--- src/hw/rtl/cdq_pkg.sv ---
`default_nettype none

package cdq_pkg;

    // Fixed field widths of the command and response transactions.
    localparam int CMD_W   = 3;
    localparam int INDEX_W = 12;
    localparam int VALUE_W = 32;
    localparam int COUNT_W = 11;

    typedef enum logic [CMD_W-1:0] {
        CMD_PUSH_FRONT = 3'd0,
        CMD_PUSH_BACK  = 3'd1,
        CMD_POP_FRONT  = 3'd2,
        CMD_POP_BACK   = 3'd3,
        CMD_READ_AT    = 3'd4,
        CMD_WRITE_AT   = 3'd5
    } cmd_t;

    typedef enum logic [1:0] {
        ST_OK    = 2'd0,
        ST_FULL  = 2'd1,
        ST_EMPTY = 2'd2,
        ST_RANGE = 2'd3
    } status_t;

    // Response fields known at issue time; the element itself comes from the RAM.
    typedef struct packed {
        logic                data_valid;
        logic [COUNT_W-1:0]  count_after;
        status_t             status;
    } meta_t;

endpackage

`default_nettype wire

--- src/hw/rtl/cdq_ctrl.sv ---
`default_nettype none

// Front pointer / count registers, command decode and RAM access generation.
module cdq_ctrl #(
    parameter int DEPTH      = 1024,
    parameter int DATA_WIDTH = 32
) (
    input  wire logic                                 clk,
    input  wire logic                                 rst_n,
    input  wire logic                                 fire,
    input  wire logic [cdq_pkg::CMD_W-1:0]            cmd,
    input  wire logic signed [cdq_pkg::INDEX_W-1:0]   index,
    input  wire logic [cdq_pkg::VALUE_W-1:0]          value,
    output logic                                      mem_we,
    output logic      [$clog2(DEPTH)-1:0]             mem_addr,
    output logic      [DATA_WIDTH-1:0]                mem_wdata,
    output cdq_pkg::meta_t                            meta
);

    localparam int AW = $clog2(DEPTH);
    localparam int CW = $clog2(DEPTH + 1);
    localparam int XW = ((CW > cdq_pkg::INDEX_W) ? CW : cdq_pkg::INDEX_W) + 1;
    localparam logic [AW:0]          DEPTH_V   = (AW+1)'(DEPTH);
    localparam logic [AW-1:0]        LAST_SLOT = AW'(DEPTH - 1);
    localparam logic [CW-1:0]        FULL_CNT  = CW'(DEPTH);
    localparam logic signed [XW-1:0] MINUS_ONE = -XW'(1);

    logic [AW-1:0] front_reg, front_next;
    logic [CW-1:0] count_reg, count_next;

    logic [AW-1:0]          front_dec, front_inc;
    logic [AW-1:0]          slot_back, slot_last, slot_idx;
    logic [CW-1:0]          count_m1;
    logic                   full, empty;
    logic signed [XW-1:0]   idx_x, cnt_x;
    logic [CW+cdq_pkg::COUNT_W-1:0]       count_pad;
    logic [DATA_WIDTH+cdq_pkg::VALUE_W-1:0] value_pad;
    cdq_pkg::cmd_t          op;
    cdq_pkg::status_t       status;
    logic                   dvalid;

    // (front + pos) mod DEPTH, both operands already below DEPTH
    function automatic logic [AW-1:0] wrap_add(input logic [AW-1:0] a, input logic [AW-1:0] b);
        logic [AW:0] sum;
        logic [AW:0] red;
        sum = {1'b0, a} + {1'b0, b};
        red = (sum >= DEPTH_V) ? (sum - DEPTH_V) : sum;
        return red[AW-1:0];
    endfunction

    assign full      = (count_reg == FULL_CNT);
    assign empty     = (count_reg == '0);
    assign count_m1  = count_reg - CW'(1);
    assign front_dec = (front_reg == '0) ? LAST_SLOT : (front_reg - AW'(1));
    assign front_inc = (front_reg == LAST_SLOT) ? '0 : (front_reg + AW'(1));
    assign idx_x     = XW'(index);
    assign cnt_x     = signed'(XW'(count_reg));
    assign slot_back = wrap_add(front_reg, count_reg[AW-1:0]);
    assign slot_last = wrap_add(front_reg, count_m1[AW-1:0]);
    assign slot_idx  = wrap_add(front_reg, idx_x[AW-1:0]);
    assign value_pad = {{DATA_WIDTH{1'b0}}, value};
    assign mem_wdata = value_pad[DATA_WIDTH-1:0];
    assign op        = cdq_pkg::cmd_t'(cmd);

    always_comb
    begin
        mem_we     = 1'b0;
        mem_addr   = front_reg;
        dvalid     = 1'b0;
        status     = cdq_pkg::ST_OK;
        front_next = front_reg;
        count_next = count_reg;
        case (op)
            cdq_pkg::CMD_PUSH_FRONT:
            begin
                if (full)
                begin
                    status = cdq_pkg::ST_FULL;
                end
                else
                begin
                    mem_we     = 1'b1;
                    mem_addr   = front_dec;
                    front_next = front_dec;
                    count_next = count_reg + CW'(1);
                end
            end
            cdq_pkg::CMD_PUSH_BACK:
            begin
                if (full)
                begin
                    status = cdq_pkg::ST_FULL;
                end
                else
                begin
                    mem_we     = 1'b1;
                    mem_addr   = slot_back;
                    count_next = count_reg + CW'(1);
                end
            end
            cdq_pkg::CMD_POP_FRONT:
            begin
                if (empty)
                begin
                    status = cdq_pkg::ST_EMPTY;
                end
                else
                begin
                    dvalid     = 1'b1;
                    mem_addr   = front_reg;
                    front_next = front_inc;
                    count_next = count_m1;
                end
            end
            cdq_pkg::CMD_POP_BACK:
            begin
                if (empty)
                begin
                    status = cdq_pkg::ST_EMPTY;
                end
                else
                begin
                    dvalid     = 1'b1;
                    mem_addr   = slot_last;
                    count_next = count_m1;
                end
            end
            cdq_pkg::CMD_READ_AT:
            begin
                if (idx_x < 0 || idx_x >= cnt_x)
                begin
                    status = cdq_pkg::ST_RANGE;
                end
                else
                begin
                    dvalid   = 1'b1;
                    mem_addr = slot_idx;
                end
            end
            cdq_pkg::CMD_WRITE_AT:
            begin
                if (idx_x == cnt_x)
                begin
                    // pushing write at the back
                    if (full)
                    begin
                        status = cdq_pkg::ST_FULL;
                    end
                    else
                    begin
                        mem_we     = 1'b1;
                        mem_addr   = slot_back;
                        count_next = count_reg + CW'(1);
                    end
                end
                else if (idx_x == MINUS_ONE)
                begin
                    // pushing write at the front
                    if (full)
                    begin
                        status = cdq_pkg::ST_FULL;
                    end
                    else
                    begin
                        mem_we     = 1'b1;
                        mem_addr   = front_dec;
                        front_next = front_dec;
                        count_next = count_reg + CW'(1);
                    end
                end
                else if (idx_x < 0 || idx_x > cnt_x)
                begin
                    status = cdq_pkg::ST_RANGE;
                end
                else
                begin
                    // replace; RAM is read-first so the old element comes back
                    mem_we   = 1'b1;
                    dvalid   = 1'b1;
                    mem_addr = slot_idx;
                end
            end
            default:
            begin
                status = cdq_pkg::ST_OK;
            end
        endcase
    end

    assign count_pad        = {{cdq_pkg::COUNT_W{1'b0}}, count_next};
    assign meta.data_valid  = dvalid;
    assign meta.count_after = count_pad[cdq_pkg::COUNT_W-1:0];
    assign meta.status      = status;

    always_ff @(posedge clk or negedge rst_n)
    begin
        if (!rst_n)
        begin
            front_reg <= '0;
            count_reg <= '0;
        end
        else if (fire)
        begin
            front_reg <= front_next;
            count_reg <= count_next;
        end
    end

    a_count_bound: assert property (@(posedge clk) disable iff (!rst_n)
        count_reg <= FULL_CNT)
        else $error("element count above capacity");

    a_full_no_change: assert property (@(posedge clk) disable iff (!rst_n)
        fire && status == cdq_pkg::ST_FULL |=> $stable(count_reg) && $stable(front_reg))
        else $error("rejected push changed the queue state");

endmodule

`default_nettype wire

--- config.mk ---
export PLATFORM = sky130hd
export DESIGN_NAME = cdq_ctrl
export DESIGN_NICKNAME = d
export VERILOG_FILES = /design/src/hw/rtl/cdq_pkg.sv /design/src/hw/rtl/cdq_ctrl.sv
export SDC_FILE = /design/constraint.sdc
export NUM_CORES = 1
export LEC_CHECK = 0
export BUFFER_PORTS_ARGS = -buffer_cell sky130_fd_sc_hd__clkbuf_2
export CELL_PAD_IN_SITES_DETAIL_PLACEMENT = 1
export CELL_PAD_IN_SITES_GLOBAL_PLACEMENT = 1
export CORE_MARGIN = 5
export CORE_UTILIZATION = 40
export DETAILED_ROUTE_END_ITERATION = 6
export PLACE_DENSITY = 0.85
export SYNTH_ARGS = -nofsm -noshare
export SYNTH_HDL_FRONTEND = slang
export SYNTH_SLANG_ARGS = --single-unit
--- constraint.sdc ---
create_clock -name clk -period 4.3 [get_ports clk]
set_input_delay 0.645 -clock clk [delete_from_list [all_inputs] [get_ports clk]]
set_output_delay 0.645 -clock clk [all_outputs]
set_load 0.01 [all_outputs]
After elaboration in Yosys (flattened, before gate mapping). Cells that the tools add are included.

Register bits: 21. Logic and storage cells: 78.

$add $sub $neg: 10. Magnitude comparators: 6. Equal/unequal tests: 12. Mux-type cells: 39. Reduce and logical (&&, ||, !) cells: 9.

Operators by type and width (count): $mux W10 (15); $pmux W10 S5 (1); $mux W11 (4); $sub A10 B1 Y10 const B (4); $add A10 B10 Y11 (3); $ge A11 B11 Y1 const B (3); $pmux W11 S3 (1); $pmux W10 S3 (1); $eq A12 B1 Y1 const B (1); $eq A12 B12 Y1 (1); $ge A12 B12 Y1 (1); $gt A12 B12 Y1 (1); $lt A12 B1 Y1 const B (1); $add A11 B1 Y11 const B (1); $eq A11 B11 Y1 const B (1); $logic_not A11 Y1 (1); $sub A11 B1 Y11 const B (1); $add A10 B1 Y10 const B (1); $eq A10 B10 Y1 const B (1); $logic_not A10 Y1 (1); $mux W2 (5); $mux W1 (9); $pmux W2 S4 (1); $eq A3 B2 Y1 const B (2); 10 further kinds (15).

Logic depth before layout (Yosys ltp). Gate-level depths: netlist (run 1).

Word-level depth: 7. Gate-level depth with buffers: 14. Depth with buffers taken out: 13.

Worst setup path after synthesis (run 1). No wires, ideal clock.

Path kind: register to output. From: register count_reg[0]. To: output mem_addr[8]. Arrival: 2.720 ns. Data required time: 3.655 ns. Slack: 0.935 ns. Stages on the path, launching flop included: 14. Path through: dfrtp_1 inv_1 ha_1 clkbuf_1 xor2_1 ha_1 a21o_1 a21oi_1 o21ai_1 a21o_1 a21oi_1 xnor2_1 a221oi_1 nand4b_1.

Cells in the longest elaborated chain, start to end: 6. Elaborated cells between the ends (all ways): 24. Those cells by class: add/sub (5); order compare (4); eq/ne (2); mux (10); reduce/logical (3).

RTL lines: start: declaration (line cdq_ctrl.sv:29) `logic [CW-1:0] count_reg, count_next;`; start signal: assignment (line cdq_ctrl.sv:205) `count_reg <= count_next;`; $sub A11 B1 Y11 (tied with other cells) (line cdq_ctrl.sv:53) `assign count_m1 = count_reg - CW'(1);`; $add A10 B10 Y11 (tied with other cells) (line cdq_ctrl.sv:46) `sum = {1'b0, a} + {1'b0, b};`; $sub A10 B1 Y10 (tied with other cells) (line cdq_ctrl.sv:47) `red = (sum >= DEPTH_V) ? (sum - DEPTH_V) : sum;`; $mux W10, on equally long branches; $mux W10, on equally long branches (line cdq_ctrl.sv:117, cdq_ctrl.sv:142); $pmux W10 S5 (*) (line cdq_ctrl.sv:73) `case (op)`; end: declaration (line cdq_ctrl.sv:15) `output logic [$clog2(DEPTH)-1:0] mem_addr,`.

Every way passes the cells marked *; elsewhere a longest branch is shown, timed or not.

==> flow_summary_export.csv, run 1 <==
group,metric,value,unit
power_and_ir_drop,power_density,756,mW/mm2
clock_network,cts_inserted_buffers,3,
layout,fillers,1398,
yosys,netlist_top_cells_area,"ha_1, dfrtp_1, xnor2_1",
global_route,grt_pass1_wl,29.2,mm
global_route,antenna_found_initial,0,
hold_path,hold_path_class,"in -> async",
die,initial_core_util,40.7,%
layout,n_antenna_cell,0,
worst_setup_path,start_kind,"register",
worst_setup_path,crit_family,"simple AND/OR/NAND/NOR gates",
worst_setup_path,worstSetupPathType,"reg -> out",
clock_network,tritoncts,"yes",
placement,postPlaceCellArea,0.00456,mm2
clock_network,cts_buffer_depth,2,
worst_setup_path,worstPathMaxFanout,9,
route,wl_per_cell,24.3,um
timing,relSlewSlack,42.4,%
route,vias,4983,
yosys,yosys_most_used_dff,"dfrtp_1",
worst_setup_path,path_depth,10,
yosys,yosysTopAreaCell,"ha_1",
worst_setup_path,reg2reg_from,"count_reg[10]",
clock_network,h-tree-depth,1,
worst_setup_path,required,3.65,ns
die,core-area,0.0108,mm2
worst_setup_path,path_cells,"inv_1, ha_1, nand4b_1, or3_1, and3_1, nand2_1, o21ai_1, a211o_1, xnor2_1, clkbuf_2",
yosys,netlist_instances,614,
global_route,overflow,0,
global_route,grt_pass1_vias,5251,
timing,setup_violations,0,
timing,drv_slew,0,
clock_network,clk-insertion-delay-late,0.29,ns
timing,hold_viol_final,0,
die,io_pins,107,
clock_network,cts_root_buf,"clkbuf_8",
worst_setup_path,critPathSlowestCell,"or3_1",
yosys,syn-cell-area,0.00441,mm2
worst_setup_path,crit_start,"count_reg[10]",
yosys,synth_top_area_share,12.5,%
die,chipWidth,115,um
placement,place_congestion,0.979,
layout,final_nets,721,
yosys,ys_top_cells_by_count,"nor2_1, nand2_1, a21oi_1",
timing,fin_crit_sh,96.2,%
yosys,async_flop_share,100,%
layout,drive_above_1_share,15.2,%
worst_setup_path,r2r_cells,10,
placement,preCtsSetupSlack,0.217,ns
clock_network,clk_pin_slew,0.10,ns
layout,stdcell_area,0.00468,mm2
die,num_rows,38,
route,wirelength,18.5,mm
timing,finClkSkew,0.00861,ns
global_route,grt_max_degree,25,
timing,worst_slack,0.164,ns
timing,worstMarginPinSlew,0.861,ns
yosys,syn_avg_cell_area,7.18,um2
route,drc_errors,0,
worst_setup_path,r2r-end,"count_reg[6]",
route,vias_per_cell,6.53,
placement,place_inst,752,
layout,area_delta_synth_final,6.10,%
clock_network,cts.sinks,21,
worst_setup_path,critPathArrivalTime,3.49,ns
layout,stdcell_count,763,
timing,fin_setup_tns,0,ns
layout,fin_util,43.2,%
timing,period_needed,4.14,ns
placement,hpwlAfterDp,14.8,mm
die,die-area,0.0132,mm2
die,die_h,115,um
timing,holdWs,0.343,ns
power_and_ir_drop,p_total,3.54,mW
yosys,synth-seq-area-share,11.9,%
worst_setup_path,rrSetupSlack,0.92,ns
global_route,grt_use_total,28.0,%
yosys,synth.distinct_cells,68,
yosys,synth_edf_count,0,
timing,max_freq,242,MHz
yosys,syn-num-nets,711,
route,dr.pass1.iters,5,
yosys,ys_warn_count,0,
yosys,yosysMostFrequentCell,"nor2_1",
power_and_ir_drop,power.leakage,2.02,nW
worst_setup_path,cp-end-kind,"primary output",
placement,io_buffer_count,42,
route,ant_nets,0,
worst_setup_path,path_buf_inv,2,
run_status,status,"finished clean",
power_and_ir_drop,ir_drop,0.000345,V
run,maxCapViolations,0,
layout,largest_reg_flops,11,
worst_setup_path,slowest_delay,0.53,ns
route,dr.first_iter.drc_count,340,
yosys,ys_ff_latch,21,
worst_setup_path,worstSetupEndpoint,"meta[8]",
==> layer usage <==
layer	wire length [um]	vias up	share of wire [%]	GRT usage [%]
met1	7530	2439	41	34.6
met2	8820	223	48	47.1
met5	0	-	0	0
met3	1370	61	7.4	5.63
li1	-	2260	-	-
met4	789	0	4.3	11.9
==> where the power goes <==
group / total [mW] / internal (mW) / switching (mW) / leakage (nW)
Sequential: 0.515 / 0.278 / 0.237 / 0.251
Combinational: 2.87 / 1.15 / 1.72 / 1.75
Clock: 0.152 / 0.0668 / 0.0848 / 0.0228
Total: 3.54 / 1.50 / 2.04 / 2.02
==> logic make-up (layout without fill, tap and decap cells) <==
kind of cell	count (synthesis)	after routing	share of synthesized area, %
muxes	5	5	1.22
xor gates and xnor gates	45	45	8.94
and+or+nand+nor	208	208	23.6
DFF	21	21	11.9
buffers and inverters	88	97	10.7
adders and majority gates	47	47	13.8
AOI/OAI and AO/OA	200	200	29.8
==> worst min-delay path by stage <==
stage | from | end | slack, ns
final | rst_n | front_reg[9] | 0.34
after global routing | rst_n | count_reg[1] | 0.40
after CTS | rst_n | front_reg[9] | 0.37
after detailed placement | front_reg[2] | front_reg[2] | 0.63
after global placement | front_reg[2] | front_reg[2] | 0.63
after floorplan | rst_n | count_reg[0] | 0.35
==> what timing repair did <==
item                       in CTS  in global routing
setup endpoints to repair       2                 14
hold buffers                    0                  0
gates resized for setup         3                  7
buffers inserted                0                  7
==> placed cells by master (no fill, tap or decap), types with 4 or more instances in the layout <==
cell type	synthesis	final
o21bai_1	4	4
and3_1	10	10
o2111ai_1	5	5
o21a_1	5	5
dfrtp_2	0	6
xnor2_1	29	29
dfrtp_1	21	15
ha_1	44	43
xor2_1	16	16
inv_1	23	22
o22ai_1	4	4
buf_4	33	27
o211ai_1	9	9
nand3_1	16	16
a211oi_1	4	4
o221ai_1	6	6
a21o_1	12	12
a31oi_1	11	11
nand4_1	14	14
clkbuf_2	0	42
nor3_1	18	17
nor2_1	62	61
o21ai_0	23	23
a21oi_1	49	49
nand2b_1	6	6
o21ai_1	28	28
or3_1	6	6
nand2_1	52	52
and2_1	4	4
a221oi_1	7	7
==> area by class of cell <==
type	instances	area, um2	share of cell area, %
clock buffers	4	45.0	0.963
flip-flops and latches	21	533	11.4
inverters	24	90.1	1.93
well taps	140	175	3.74
repair buffers	69	413	8.82
multi-input cells	505	3420	73.2
Power figures use the tool's default switching activity.
==> run 2: changes to the inputs <==
==> config.mk (replaced) <==
export PLATFORM = sky130hd
export DESIGN_NAME = cdq_ctrl
export DESIGN_NICKNAME = d
export VERILOG_FILES = /design/src/hw/rtl/cdq_pkg.sv /design/src/hw/rtl/cdq_ctrl.sv
export SDC_FILE = /design/constraint.sdc
export NUM_CORES = 1
export LEC_CHECK = 0
export CELL_PAD_IN_SITES_DETAIL_PLACEMENT = 1
export CELL_PAD_IN_SITES_GLOBAL_PLACEMENT = 1
export CORE_MARGIN = 5
export CORE_UTILIZATION = 47
export DETAILED_ROUTE_END_ITERATION = 6
export DONT_BUFFER_PORTS = 1
export GPL_ROUTABILITY_DRIVEN = 0
export PLACE_DENSITY = 0.84
export SYNTH_ARGS = -nofsm -noshare
export SYNTH_HDL_FRONTEND = slang
export SYNTH_SLANG_ARGS = --single-unit
export TNS_END_PERCENT = 1
==> run 2 against run 1 <==
Flip-flop and latch count unchanged. Critical path depth decreased by 1. Routed wire length fell by 6.9%. Design area down 7.4%. Maximum frequency rose by 0.68%. Clock power down 5%. Sequential power decreased by 2%. Critical endpoint is now mem_addr[0]. Largest power group unchanged.
==> flow_summary_export.csv, run 2 (synthesized netlist as in run 1, its figures left out) <==
group,metric,value,unit
power_and_ir_drop,power_density,760,mW/mm2
worst_setup_path,worstPathMaxFanout,8,
die,core-area,0.00920,mm2
timing,worst_slack,0.192,ns
clock_network,cts_hold_buf,0,
worst_setup_path,worstSetupPathType,"reg -> out",
worst_setup_path,rrSetupSlack,0.83,ns
route,wl_per_cell,25.4,um
timing,fin_crit_sh,95.5,%
clock_network,cts.sinks,21,
layout,mostFrequentLayoutCells,"nor2_1, nand2_1, a21oi_1",
worst_setup_path,slowest_delay,0.57,ns
timing,setup_violations,0,
timing,max_freq,243,MHz
worst_setup_path,required,3.65,ns
global_route,grt_pass1_vias,4984,
placement,postPlaceCellArea,0.00427,mm2
power_and_ir_drop,p_total,3.30,mW
power_and_ir_drop,intPower,1.38,mW
clock_network,tritoncts,"yes",
layout,n_antenna_cell,0,
die,die_h,107,um
layout,fillers,1192,
worst_setup_path,path_cells,"inv_1, ha_1, nand4b_1, a211oi_2, o21ai_0, and2_1, o21ai_1, o2111ai_1, a221o_1",
worst_setup_path,start_kind,"register",
power_and_ir_drop,comb_power_share,80.4,%
timing,finClkSkew,0.00962,ns
timing,relSlewSlack,38.7,%
placement,hpwlAfterDp,13.9,mm
die,die-area,0.0114,mm2
timing,period_needed,4.11,ns
worst_setup_path,crit_family,"compound AO/OA/AOI/OAI gates",
power_and_ir_drop,power.leakage,1.79,nW
worst_setup_path,cp-end-kind,"primary output",
timing,fin_setup_tns,0,ns
timing,drv_slew,0,
global_route,overflow,0,
clock_network,clk-insertion-delay-late,0.28,ns
clock_network,clk_pin_slew,0.09,ns
worst_setup_path,worstSetupEndpoint,"mem_addr[0]",
global_route,grt_use_total,30.4,%
die,io_pins,107,
route,dr.pass1.iters,5,
layout,final_common_cell,"nor2_1",
hold_path,hold_path_class,"in -> async",
layout,final_nets,666,
timing,hold_viol_final,0,
placement,preCtsSetupSlack,0.462,ns
layout,drive_above_1_share,6.34,%
route,drc_errors,0,
route,vias_per_cell,7.15,
worst_setup_path,path_depth,9,
worst_setup_path,reg2reg_from,"count_reg[9]",
layout,area_delta_synth_final,-1.70,%
clock_network,h-tree-depth,1,
route,vias,4853,
placement,place_inst,675,
worst_setup_path,critPathSlowestCell,"a211oi_2",
global_route,grt_pass1_wl,27.4,mm
worst_setup_path,path_buf_inv,1,
route,ant_nets,0,
worst_setup_path,r2r-end,"count_reg[6]",
worst_setup_path,r2r_cells,10,
worst_setup_path,critPathArrivalTime,3.46,ns
power_and_ir_drop,switching_share,58.0,%
layout,stdcell_area,0.00434,mm2
global_route,antenna_found_initial,0,
timing,holdWs,0.0484,ns
layout,largest_reg_flops,11,
run_status,status,"finished clean",
clock_network,cts_buffer_depth,2,
layout,fin_util,47.1,%
clock_network,cts_root_buf,"clkbuf_8",
route,wirelength,17.2,mm
worst_setup_path,crit_start,"count_reg[9]",
die,num_rows,35,
power_and_ir_drop,p_sw,1.91,mW
layout,stdcell_count,679,
timing,worstMarginPinSlew,0.913,ns
run,maxCapViolations,0,
die,initial_core_util,48.0,%
placement,io_buffer_count,0,
power_and_ir_drop,pwr-share-seq,15.3,%
die,chipWidth,107,um
route,dr.first_iter.drc_count,546,
timing,rsz0062_at_grt,"no",
power_and_ir_drop,clkPwrFrac,4.4,%
global_route,grt_max_degree,25,
clock_network,cts_inserted_buffers,3,
power_and_ir_drop,ir_drop,0.000307,V
run 2: changes by cell type in the layout (fill, tap and decap cells not counted), sizes merged:
cell | before | now
clkbuf | 46 | 4
buf | 27 | 14
run 2: layer usage:
| layer | up-vias | wire length (um) | global-route usage [%] |
|---|---|---|---|
| li1 | 2147 | - | - |
| met1 | 2347 | 6710 | 38.1 |
| met2 | 280 | 8060 | 48.7 |
| met3 | 79 | 1500 | 6.02 |
| met4 | 0 | 970 | 17.1 |
| met5 | - | 0 | 0 |
run 2: power groups by stage:
stage                     clock network [mW]  logic [mW]  registers (mW)
final                                  0.144        2.65           0.503
after floorplan                            0        2.02           0.383
after global routing                   0.156        2.90           0.521
after CTS                              0.147        2.59           0.494
after global placement                     0        2.45           0.486
after detailed placement                   0        2.57           0.498
run 2: layout make-up:
cell class                 count  area (um2)  area share (%)
clock buffer                   4        45.0            1.04
inverter                      24        90.1            2.08
multi-input combinational    505        3430            79.0
sequential                    21         531            12.2
tap                          111         139            3.20
timing repair buffer          14         105            2.42
run 2: repair_timing:
| item | in CTS | in global routing |
|---|---|---|
| buffers inserted | 0 | 0 |
| gates resized for setup | 0 | 6 |
| endpoints found under the setup margin | 0 | 4 |
run 2: worst min path at each step:
stage | slack (ns) | from | depth (start not counted) | endpoint
6_report | 0.05 | rst_n | 0 | front_reg[7]
5_1_grt | 0.04 | rst_n | 0 | count_reg[10]
4_1_cts | 0.05 | rst_n | 0 | count_reg[8]
3_5_place_dp | 0.35 | rst_n | 0 | front_reg[8]
3_3_place_gp | 0.35 | rst_n | 0 | front_reg[6]
2_1_floorplan | 0.35 | rst_n | 0 | count_reg[0]
==> run 3: changes to the inputs <==
--- a/config.mk
+++ b/config.mk
@@ -5,14 +5,14 @@
 export SDC_FILE = /design/constraint.sdc
 export NUM_CORES = 1
 export LEC_CHECK = 0
+export BUFFER_PORTS_ARGS = -buffer_cell sky130_fd_sc_hd__clkbuf_2
 export CELL_PAD_IN_SITES_DETAIL_PLACEMENT = 1
 export CELL_PAD_IN_SITES_GLOBAL_PLACEMENT = 1
 export CORE_MARGIN = 5
-export CORE_UTILIZATION = 47
+export CORE_UTILIZATION = 40
 export DETAILED_ROUTE_END_ITERATION = 6
-export DONT_BUFFER_PORTS = 1
 export GPL_ROUTABILITY_DRIVEN = 0
-export PLACE_DENSITY = 0.84
+export PLACE_DENSITY = 0.85
 export SYNTH_ARGS = -nofsm -noshare
 export SYNTH_HDL_FRONTEND = slang
 export SYNTH_SLANG_ARGS = --single-unit
==> run 3 against run 2 <==
Largest power group unchanged. Critical path depth is 1 higher. Register-to-register slack better by 0.10 ns. Design area increased by 5.8%. Flip-flop and latch count stayed put.
==> flow_summary_export.csv, run 3 (synthesized netlist as in run 1, its figures left out) <==
group,metric,value,unit
clock_network,cts_inserted_buffers,3,
clock_network,h-tree-depth,1,
timing,fin_crit_sh,96.7,%
worst_setup_path,critPathArrivalTime,3.51,ns
die,num_rows,38,
clock_network,cts_hold_buf,0,
placement,io_buffer_count,42,
global_route,grt_max_degree,25,
placement,postPlaceCellArea,0.00452,mm2
power_and_ir_drop,power.leakage,1.95,nW
die,initial_core_util,40.7,%
timing,drv_slew,0,
route,wl_per_cell,23.2,um
timing,period_needed,4.16,ns
layout,area_delta_synth_final,3.97,%
route,dr.first_iter.drc_count,473,
timing,worstMarginPinSlew,1.04,ns
layout,largest_reg_flops,11,
route,ant_nets,0,
timing,finClkSkew,0.00211,ns
worst_setup_path,critPathSlowestCell,"a21oi_1",
die,core-area,0.0108,mm2
run_status,status,"finished clean",
global_route,grt.met1_usage,31.6,%
die,die_h,115,um
worst_setup_path,start_kind,"register",
clock_network,clk-insertion-delay-late,0.28,ns
route,drc_errors,0,
worst_setup_path,slowest_delay,0.56,ns
layout,stdcell_area,0.00459,mm2
power_and_ir_drop,p_total,3.43,mW
clock_network,clk_pin_slew,0.09,ns
die,chipWidth,115,um
die,io_pins,107,
layout,drive_above_1_share,13.6,%
layout,seq_area,536,um2
global_route,overflow,0,
global_route,antenna_found_initial,0,
global_route,grtUsageMet2,43.1,%
timing,relSlewSlack,30.1,%
worst_setup_path,cp-end-kind,"primary output",
clock_network,cts_root_buf,"clkbuf_8",
layout,fillers,1417,
global_route,busiest_layer,"met2",
global_route,grt_use_total,26.0,%
route,vias,4948,
placement,hpwlAfterDp,14.0,mm
global_route,met3_usage,5.89,%
route,dr.pass1.iters,4,
route,vias_per_cell,6.60,
layout,final_nets,708,
worst_setup_path,worstPathMaxFanout,7,
clock_network,cts.sinks,21,
timing,max_freq,241,MHz
run,maxCapViolations,0,
worst_setup_path,required,3.65,ns
worst_setup_path,path_cells,"inv_1, ha_1, nand4b_1, or3_4, a21oi_1, nand2_1, nor2_1, a221oi_1, o2111ai_1, clkbuf_2",
worst_setup_path,rrSetupSlack,0.93,ns
clock_network,post_cts_buffers,0,
global_route,grt_pass1_wl,27.2,mm
layout,mostFrequentLayoutCells,"nor2_1, nand2_1, a21oi_1",
power_and_ir_drop,power_density,749,mW/mm2
layout,final_common_cell,"nor2_1",
timing,hold_viol_final,0,
layout,n_antenna_cell,0,
clock_network,cts_buffer_depth,2,
die,die-area,0.0132,mm2
timing,setup_violations,0,
hold_path,hold_path_class,"in -> async",
route,wirelength,17.4,mm
global_route,grt_pass1_vias,5212,
worst_setup_path,worstSetupPathType,"reg -> out",
layout,multi_input_area,0.00342,mm2
power_and_ir_drop,ir_drop,0.000320,V
clock_network,tritoncts,"yes",
run 3: area by class of cell:
type	count	area share (%)
clock buffers	4	0.982
inverters	24	1.96
multi-input cells	505	74.7
flip-flops and latches	21	11.7
well taps	140	3.82
repair buffers	56	6.88
run 3: report_power, final:
group	leakage, nW	internal (mW)	switching (mW)
clock	0.0228	0.0666	0.0781
sequential	0.249	0.280	0.249
combinational	1.68	1.11	1.65
run 3: through the flow:
stage | hold WS, ns | TNS, ns | setup WS, ns | utilization, % | std cells
after floorplan | 0.349 | 0 | 0.935 | - | 614
after global placement | 0.660 | 0 | 0.391 | 41.7 | 746
after CTS | 0.365 | 0 | 0.00778 | 42.1 | 750
after global routing | 0.378 | -0.0339 | -0.0339 | 42.3 | 750
final | 0.341 | 0 | 0.143 | 42.3 | 750
after detailed placement | 0.673 | 0 | 0.330 | 41.7 | 746
run 3: worst paths after layout:
path                               start           end  cells after the start
setup reg to reg           count_reg[10]  count_reg[6]                     10
max in group asynchronous          rst_n  count_reg[8]                      1
hold reg to reg             count_reg[0]  count_reg[0]                      1
setup / recovery           count_reg[10]   mem_addr[6]                     10
hold / removal                     rst_n  front_reg[6]                      1
min in group clk            count_reg[0]  count_reg[0]                      1
run 3: metal layers:
layer	vias up	routed length (um)	part of all wire [%]
met4	0	907	5.2
li1	2235	-	-
met5	-	0	0
met3	73	1560	9.0
met1	2379	6800	39
met2	261	8150	47
run 3: timing repair:
action,in CTS,in global routing
endpoints found under the setup margin,0,14
resized for setup,0,11
hold endpoints to repair,0,0
run 3: worst max-delay path, delay by kind of cell (launching register included):
| kind | cells | cell delay, ns |
|---|---|---|
| and+or+nand+nor | 4 | 1.24 |
| AOI/OAI and AO/OA | 3 | 0.84 |
| DFF | 1 | 0.48 |
| adders and majority gates | 1 | 0.35 |
| buffers and inverters | 2 | 0.32 |
